$ cat src/rtl/sdcrc_pkg.sv
// Package with constants, types and CRC helper functions for the SD 4-bit data CRC engine.
package sdcrc_pkg;

  localparam int BLOCK_BYTES = 512;
  localparam int CRC_BYTES = 8;
  localparam int POS_W = $clog2(BLOCK_BYTES + CRC_BYTES + 1);
  localparam int BURST_W = $clog2(CRC_BYTES + 1);
  localparam int LINES = 4;
  localparam int ADDR_W = 3;
  localparam int DATA_W = 32;
  localparam logic [15:0] CRC_POLY = 16'h1021;
  localparam logic [ADDR_W-3:0] REG_CHECK_MODE = '0;

  typedef logic [LINES-1:0][15:0] crc_arr_t;

  typedef struct packed {
    logic [7:0] out_byte;
    logic       is_crc;
    logic       block_end;
    logic       crc_match;
  } res_t;

  function automatic logic [15:0] crc_bit(input logic [15:0] crc, input logic din);
    logic [15:0] nxt;
    nxt = {crc[14:0], 1'b0};
    if (crc[15] ^ din) begin
      nxt = nxt ^ CRC_POLY;
    end
    return nxt;
  endfunction

  function automatic crc_arr_t crc_update_byte(input crc_arr_t crc, input logic [7:0] d);
    crc_arr_t res;
    for (int i = 0; i < LINES; i++) begin
      res[i] = crc_bit(crc_bit(crc[i], d[4+i]), d[i]);
    end
    return res;
  endfunction

  function automatic logic [7:0] crc_top_byte(input crc_arr_t crc);
    logic [7:0] b;
    for (int i = 0; i < LINES; i++) begin
      b[4+i] = crc[i][15];
      b[i] = crc[i][14];
    end
    return b;
  endfunction

  function automatic crc_arr_t crc_shift2(input crc_arr_t crc);
    crc_arr_t res;
    for (int i = 0; i < LINES; i++) begin
      res[i] = {crc[i][13:0], 2'b00};
    end
    return res;
  endfunction

endpackage

$ cat src/rtl/sd_dat4_crc16_engine_unit.sv
// Per-line CRC-16 engine for a 4-bit SD data bus with generate and check modes.
//
// Input channel: in_valid/in_stall carry one byte per transfer in in_data_byte.
// Output channel: out_valid/out_stall carry one result per transfer.
// Configuration: APB-style port; register 0 holds check_mode (0 generate, 1 check).
//
// Each accepted data byte is echoed through the output register, and a new byte
// can be taken in every cycle while in_stall is low. In generate mode the last byte of a
// block is followed by eight CRC bytes, one per cycle while the skid register is
// empty, and the input channel is stalled while they are sent. In check mode
// the eight received CRC bytes produce no result except the last, which gives one
// result with block_end set and crc_match reporting the comparison.
//
// The output register is backed by a one-entry skid register, so a byte is still
// taken while a result waits; in_stall rises once the skid register is full.
// Reset clears the CRCs, the byte counter, the mismatch flag, check_mode and both
// output valid flags. No clearing pass is needed after reset.
module sd_dat4_crc16_engine_unit (
  input  logic                             clk,
  input  logic                             rst_n,
  input  logic                             in_valid,
  output logic                             in_stall,
  input  logic [7:0]                       in_data_byte,
  output logic                             out_valid,
  input  logic                             out_stall,
  output logic [7:0]                       out_out_byte,
  output logic                             out_is_crc,
  output logic                             out_block_end,
  output logic                             out_crc_match,
  input  logic                             psel,
  input  logic                             penable,
  input  logic                             pwrite,
  input  logic [sdcrc_pkg::ADDR_W-1:0]     paddr,
  input  logic [sdcrc_pkg::DATA_W-1:0]     pwdata,
  output logic [sdcrc_pkg::DATA_W-1:0]     prdata,
  output logic                             pready
);

  localparam logic [sdcrc_pkg::POS_W-1:0] POS_BLOCK =
    sdcrc_pkg::POS_W'(sdcrc_pkg::BLOCK_BYTES);
  localparam logic [sdcrc_pkg::POS_W-1:0] POS_LAST =
    sdcrc_pkg::POS_W'(sdcrc_pkg::BLOCK_BYTES + sdcrc_pkg::CRC_BYTES - 1);
  localparam logic [sdcrc_pkg::BURST_W-1:0] BURST_LEN =
    sdcrc_pkg::BURST_W'(sdcrc_pkg::CRC_BYTES);

  logic                            check_mode_r;
  sdcrc_pkg::crc_arr_t             crc_r, crc_nxt, crc_base;
  logic [sdcrc_pkg::POS_W-1:0]     pos_r, pos_nxt, pos_base;
  logic                            mism_r, mism_nxt, mism_base;
  logic [sdcrc_pkg::BURST_W-1:0]   burst_r, burst_nxt;
  logic                            out_valid_r, skid_valid_r;
  sdcrc_pkg::res_t                 out_r, skid_r, push_res;
  logic                            push;
  logic                            in_fire, out_fire, burst_active, crc_phase, diff;
  logic                            cfg_wr;

  assign burst_active = (burst_r != '0);
  assign in_stall = skid_valid_r || burst_active;
  assign in_fire = in_valid && !in_stall;
  assign out_fire = out_valid_r && !out_stall;
  assign crc_phase = (pos_r >= POS_BLOCK);
  assign diff = (sdcrc_pkg::crc_top_byte(crc_r) != in_data_byte);

  assign cfg_wr = psel && penable && pwrite;
  assign pready = 1'b1;
  assign prdata = (paddr[sdcrc_pkg::ADDR_W-1:2] == sdcrc_pkg::REG_CHECK_MODE) ?
                  {{(sdcrc_pkg::DATA_W-1){1'b0}}, check_mode_r} : '0;

  always_comb begin
    crc_nxt = crc_r;
    pos_nxt = pos_r;
    mism_nxt = mism_r;
    burst_nxt = burst_r;
    push = 1'b0;
    push_res = '0;
    crc_base = crc_phase ? '0 : crc_r;
    pos_base = crc_phase ? '0 : pos_r;
    mism_base = crc_phase ? 1'b0 : mism_r;
    if (in_fire) begin
      if (crc_phase && check_mode_r) begin
        crc_nxt = sdcrc_pkg::crc_shift2(crc_r);
        mism_nxt = mism_r | diff;
        pos_nxt = pos_r + 1'b1;
        if (pos_r == POS_LAST) begin
          push = 1'b1;
          push_res.block_end = 1'b1;
          push_res.crc_match = ~(mism_r | diff);
          crc_nxt = '0;
          pos_nxt = '0;
          mism_nxt = 1'b0;
        end
      end else begin
        crc_nxt = sdcrc_pkg::crc_update_byte(crc_base, in_data_byte);
        pos_nxt = pos_base + 1'b1;
        mism_nxt = mism_base;
        push = 1'b1;
        push_res.out_byte = in_data_byte;
        if ((pos_nxt >= POS_BLOCK) && !check_mode_r) begin
          pos_nxt = '0;
          mism_nxt = 1'b0;
          burst_nxt = BURST_LEN;
        end
      end
    end else if (burst_active && !skid_valid_r) begin
      push = 1'b1;
      push_res.out_byte = sdcrc_pkg::crc_top_byte(crc_r);
      push_res.is_crc = 1'b1;
      push_res.block_end = (burst_r == sdcrc_pkg::BURST_W'(1));
      crc_nxt = sdcrc_pkg::crc_shift2(crc_r);
      burst_nxt = burst_r - 1'b1;
    end
  end

  always_ff @(posedge clk) begin
    if (!rst_n) begin
      check_mode_r <= 1'b0;
      crc_r <= '0;
      pos_r <= '0;
      mism_r <= 1'b0;
      burst_r <= '0;
    end else begin
      if (cfg_wr && (paddr[sdcrc_pkg::ADDR_W-1:2] == sdcrc_pkg::REG_CHECK_MODE)) begin
        check_mode_r <= pwdata[0];
      end
      crc_r <= crc_nxt;
      pos_r <= pos_nxt;
      mism_r <= mism_nxt;
      burst_r <= burst_nxt;
    end
  end

  always_ff @(posedge clk) begin
    if (!rst_n) begin
      out_valid_r <= 1'b0;
      skid_valid_r <= 1'b0;
    end else if (!out_valid_r || out_fire) begin
      if (skid_valid_r) begin
        out_valid_r <= 1'b1;
        skid_valid_r <= 1'b0;
      end else begin
        out_valid_r <= push;
      end
    end else if (push) begin
      skid_valid_r <= 1'b1;
    end
  end

  always_ff @(posedge clk) begin
    if (!out_valid_r || out_fire) begin
      if (skid_valid_r) begin
        out_r <= skid_r;
      end else if (push) begin
        out_r <= push_res;
      end
    end else if (push) begin
      skid_r <= push_res;
    end
  end

  assign out_valid = out_valid_r;
  assign out_out_byte = out_r.out_byte;
  assign out_is_crc = out_r.is_crc;
  assign out_block_end = out_r.block_end;
  assign out_crc_match = out_r.crc_match;

`ifndef SYNTH
  a_skid_behind_out: assert property (@(posedge clk) disable iff (!rst_n)
    skid_valid_r |-> out_valid_r)
    else $error("Skid entry held while output register is empty.");

  a_crc_clear_after_burst: assert property (@(posedge clk) disable iff (!rst_n)
    (burst_r == sdcrc_pkg::BURST_W'(1)) && !skid_valid_r |=> (crc_r == '0))
    else $error("Line CRCs not cleared after the last CRC byte.");

  a_pos_bound: assert property (@(posedge clk) disable iff (!rst_n)
    pos_r <= POS_LAST)
    else $error("Byte position beyond the CRC phase.");

  a_burst_pos_zero: assert property (@(posedge clk) disable iff (!rst_n)
    burst_active |-> (pos_r == '0) && !mism_r)
    else $error("Block state not cleared during CRC output.");
`endif

endmodule
$ cat config.mk
export PLATFORM = sky130hd
export DESIGN_NAME = sd_dat4_crc16_engine_unit
export DESIGN_NICKNAME = d
export VERILOG_FILES = /design/src/rtl/sdcrc_pkg.sv /design/src/rtl/sd_dat4_crc16_engine_unit.sv
export SDC_FILE = /design/constraint.sdc
export NUM_CORES = 1
export LEC_CHECK = 0
export ABC_CLOCK_PERIOD_IN_PS = 3400
export BUFFER_PORTS_ARGS = -buffer_cell sky130_fd_sc_hd__clkbuf_2
export CAP_MARGIN = 25
export CORE_ASPECT_RATIO = 2
export CORE_UTILIZATION = 55
export CTS_CLUSTER_SIZE = 30
export DETAILED_ROUTE_END_ITERATION = 10
export PLACE_DENSITY = 0.77
export REMOVE_ABC_BUFFERS = 1
export SYNTH_ARGS = -nofsm -noshare
export SYNTH_HDL_FRONTEND = slang
export SYNTH_SLANG_ARGS = --single-unit
$ cat constraint.sdc
create_clock -name clk -period 3.4 [get_ports clk]
set_clock_uncertainty 0.2 [all_clocks]
set_input_delay 0.68 -clock clk [delete_from_list [all_inputs] [get_ports clk]]
set_output_delay 0.68 -clock clk [all_outputs]
set_load 0.005 [all_outputs]
==> impl_metrics.yaml <==
critical_path:
  cp_data_required_time_ps: 3410
  critical-path-top-delay-family: "simple AND/OR/NAND/NOR gates"
  crit_arrival_ps: 3020
  critPathBufInv: 1
  critical_path.cell_chain: "ha_1, nor4b_1, a21boi_0, o31ai_4, buf_4, a21oi_1"
  critPathKind: "reg2reg"
  critPathLaunchType: "register"
  cp_slowest_cell: "sky130_fd_sc_hd__nor4b_1"
  worst_setup_path_end_kind: "register"
  worst_path_largest_cell_delay_ps: 660
  timing.critical_path.fanout_max: 41
finish:
  n_antenna_cell: 0
  postLayoutCoreUtil: 0.617
  nNetsFinal: 658
  postLayoutCellArea_sq_um: 5560
  drive_gt1_frac: 0.113
  filler_cell_count: 779
  final_cell_count_no_fill: 711
  area_growth_pct: 7.84
logic_synthesis:
  synthDominantAreaCellType: "sky130_fd_sc_hd__dfxtp_1"
  synth.cell_area_sq_um: 5150
  synthTopCellsByArea: "sky130_fd_sc_hd__dfxtp_1 (32%), sky130_fd_sc_hd__edfxtp_1 (13%), sky130_fd_sc_hd__nand2_1 (6.8%)"
  yosysWarnings: 0
  synth_top_cells_by_count: "sky130_fd_sc_hd__nand2_1 (93), sky130_fd_sc_hd__dfxtp_1 (82), sky130_fd_sc_hd__a21oi_1 (63)"
  yosysSeqAreaShare: 0.447
  synth_cell_types: 56
  most_repeated_cell_in_the_gate_level_netlist_after_synthesis: "sky130_fd_sc_hd__nand2_1"
  synthArstFlopShare: 0
  synth_top_area_frac: 0.318
  netlist_instances: 602
  postSynthAreaPerCell_sq_um: 8.56
  synth_ff_type: "sky130_fd_sc_hd__dfxtp_1"
  synth_edf_count: 22
  synth.ff_latch_count: 104
clock_network:
  clockBufferDepth: 2
  cts_tree: "built"
  htree_levels: 3
  number_of_instances_resized_during_post_cts_repair: 0
  cts_post_setup_buffers_inserted: 0
  cts_inserted_buffers: 9
  cts.hold.buffers_added: 0
  worst_setup_hold_path_clk_slew_ps: 70
  clock-root-buffer: "sky130_fd_sc_hd__clkbuf_16"
  clkSinkCount: 104
  insertion_delay_ps: 350
global_routing:
  grt_max_degree: 59
  gr-total-overflow: 0
  grt_pass1_wl_um: 20900
  initial_antenna_violation_count: 0
  via_count_of_the_first_global_routing_pass: 4220
  global_route.usage.total: 0.270
place:
  io_buffers: 30
  post_dp_cell_area_sq_um: 5250
  dp.cells: 695
  gp_routability_congestion: 0.907
  detailed_placement_hpwl_um: 8450
power_and_ir_drop:
  power.density_nw_per_um2: 879
  max-vdd-ir-drop_uv: 395
  p_leak_nw: 2.09
detailed_routing:
  via_per_inst: 6.37
  post-route-drc-count: 0
  drt_iter0_drc: 507
  drt_wl_total_um: 12900
  total_vias_in_the_final_route: 4528
  ant_nets: 0
  route.detailed.wl_per_inst_um: 18.1
  drt_pre_antenna_iters: 6
die:
  floorplan.initialDensity: 0.572
  die_area_sq_um: 9790
  fp_rows: 49
  floorplan.io_pins: 96
  core_region_area_sq_um: 9010
  horiz_die_dim_um: 70.5
  dieHeight_um: 139
sta:
  post-route-period-util: 0.885
  relative_slew_margins: 0.488
  post_layout_minimum_cycle_time_ps: 3010
  report.final.hold_viol_count: 0
  hold-worst-slack_ps: 251
  tightest_slew_ps: 758
  totalNegativeSetupSlack_ps: 0
  setup_viol: 0
  max_freq_ghz: 0.332
  final_max_slew_viol_count: 0
  rsz0062_at_grt: "false"
status:
  run_status: "finished clean"
worst_hold_path:
  hp-class: "reg2reg"
flow_run:
  cap_viol_max_count: 0
logic make-up after synthesis:
family          Yosys count  share of synthesized area
compound gates          186                      0.232
xor+xnor                 17                     0.0289
fa+ha+maj                 4                    0.00971
buf+inv                 104                      0.103
flops                   104                      0.447
mux                       1                    0.00194
other cells               2                    0.00146
simple gates            184                      0.176
per-layer routing:
layer  share of wire  track usage  vias to the layer above
met5               0            0                        -
met3           0.070       0.0378                       58
li1                -            -                     2110
met4           0.048        0.158                        0
met2            0.50        0.461                      245
met1            0.38        0.314                     2115
area by class of cell:
cell class	instances	area (sq um)	area share
Clock buffer	10	250	0.0450
Timing Repair Buffer	47	290	0.0522
Clock inverter	6	63.8	0.0115
Tap cell	102	128	0.0230
Multi-Input combinational cell	424	2460	0.442
Sequential cell	104	2300	0.414
Inverter	18	67.6	0.0122
through the flow:
step                worst slack (ps)  total power [mW]
floorplan                       -177              3.01
global placement                 616              3.73
detailed placement               536              3.79
CTS                              511              4.86
global route                     320              5.15
finish                           391              4.88
sequential cells by signal, indices dropped and copies added, names as in the netlist, 4 cells and up:
register      count
out_out_byte      8
crc_r            64
pos_r            10
skid_r           11
burst_r           4
power by group:
group | switching (mW) | internal, mW | total [mW] | leakage (nW)
sequential | 0.195 | 1.64 | 1.83 | 0.884
clock | 0.463 | 0.617 | 1.08 | 0.158
combinational | 1.31 | 0.662 | 1.97 | 1.05
total | 1.97 | 2.91 | 4.88 | 2.09
layout by cell type (no fill, tap or decap), types with 5 or more instances in the layout:
master,count
sky130_fd_sc_hd__or4_1,11
sky130_fd_sc_hd__nand2_1,93
sky130_fd_sc_hd__a22oi_1,8
sky130_fd_sc_hd__o2bb2ai_1,7
sky130_fd_sc_hd__conb_1,32
sky130_fd_sc_hd__clkbuf_16,10
sky130_fd_sc_hd__a22o_1,9
sky130_fd_sc_hd__clkbuf_2,30
sky130_fd_sc_hd__xor2_1,8
sky130_fd_sc_hd__nand4_1,8
sky130_fd_sc_hd__o21ai_0,29
sky130_fd_sc_hd__a222oi_1,8
sky130_fd_sc_hd__nor4_1,5
sky130_fd_sc_hd__o31ai_1,15
sky130_fd_sc_hd__a31oi_1,24
sky130_fd_sc_hd__edfxtp_1,22
sky130_fd_sc_hd__buf_4,16
sky130_fd_sc_hd__nor3_1,6
sky130_fd_sc_hd__and4_1,7
sky130_fd_sc_hd__dfxtp_1,82
sky130_fd_sc_hd__inv_1,17
sky130_fd_sc_hd__nor2_1,19
sky130_fd_sc_hd__a21oi_1,61
sky130_fd_sc_hd__nand3_1,12
sky130_fd_sc_hd__xnor2_1,9
worst paths after layout:
check	startpoint	slack (ps)	endpoint	depth (start not counted)
worst max register to register	pos_r[0]	390	crc_r[31]	6
worst min register to register	crc_r[60]	250	crc_r[62]	2
worst max-delay path	pos_r[0]	390	crc_r[31]	6
worst min-delay path	crc_r[60]	250	crc_r[62]	2
tightest hold or removal path, stage by stage (launching register included):
cell and delay (ps):
sky130_fd_sc_hd__dfxtp_1 310, sky130_fd_sc_hd__nand2_1 50, sky130_fd_sc_hd__a21oi_1 50
No activity file was read; power rests on OpenSTA's default activity.
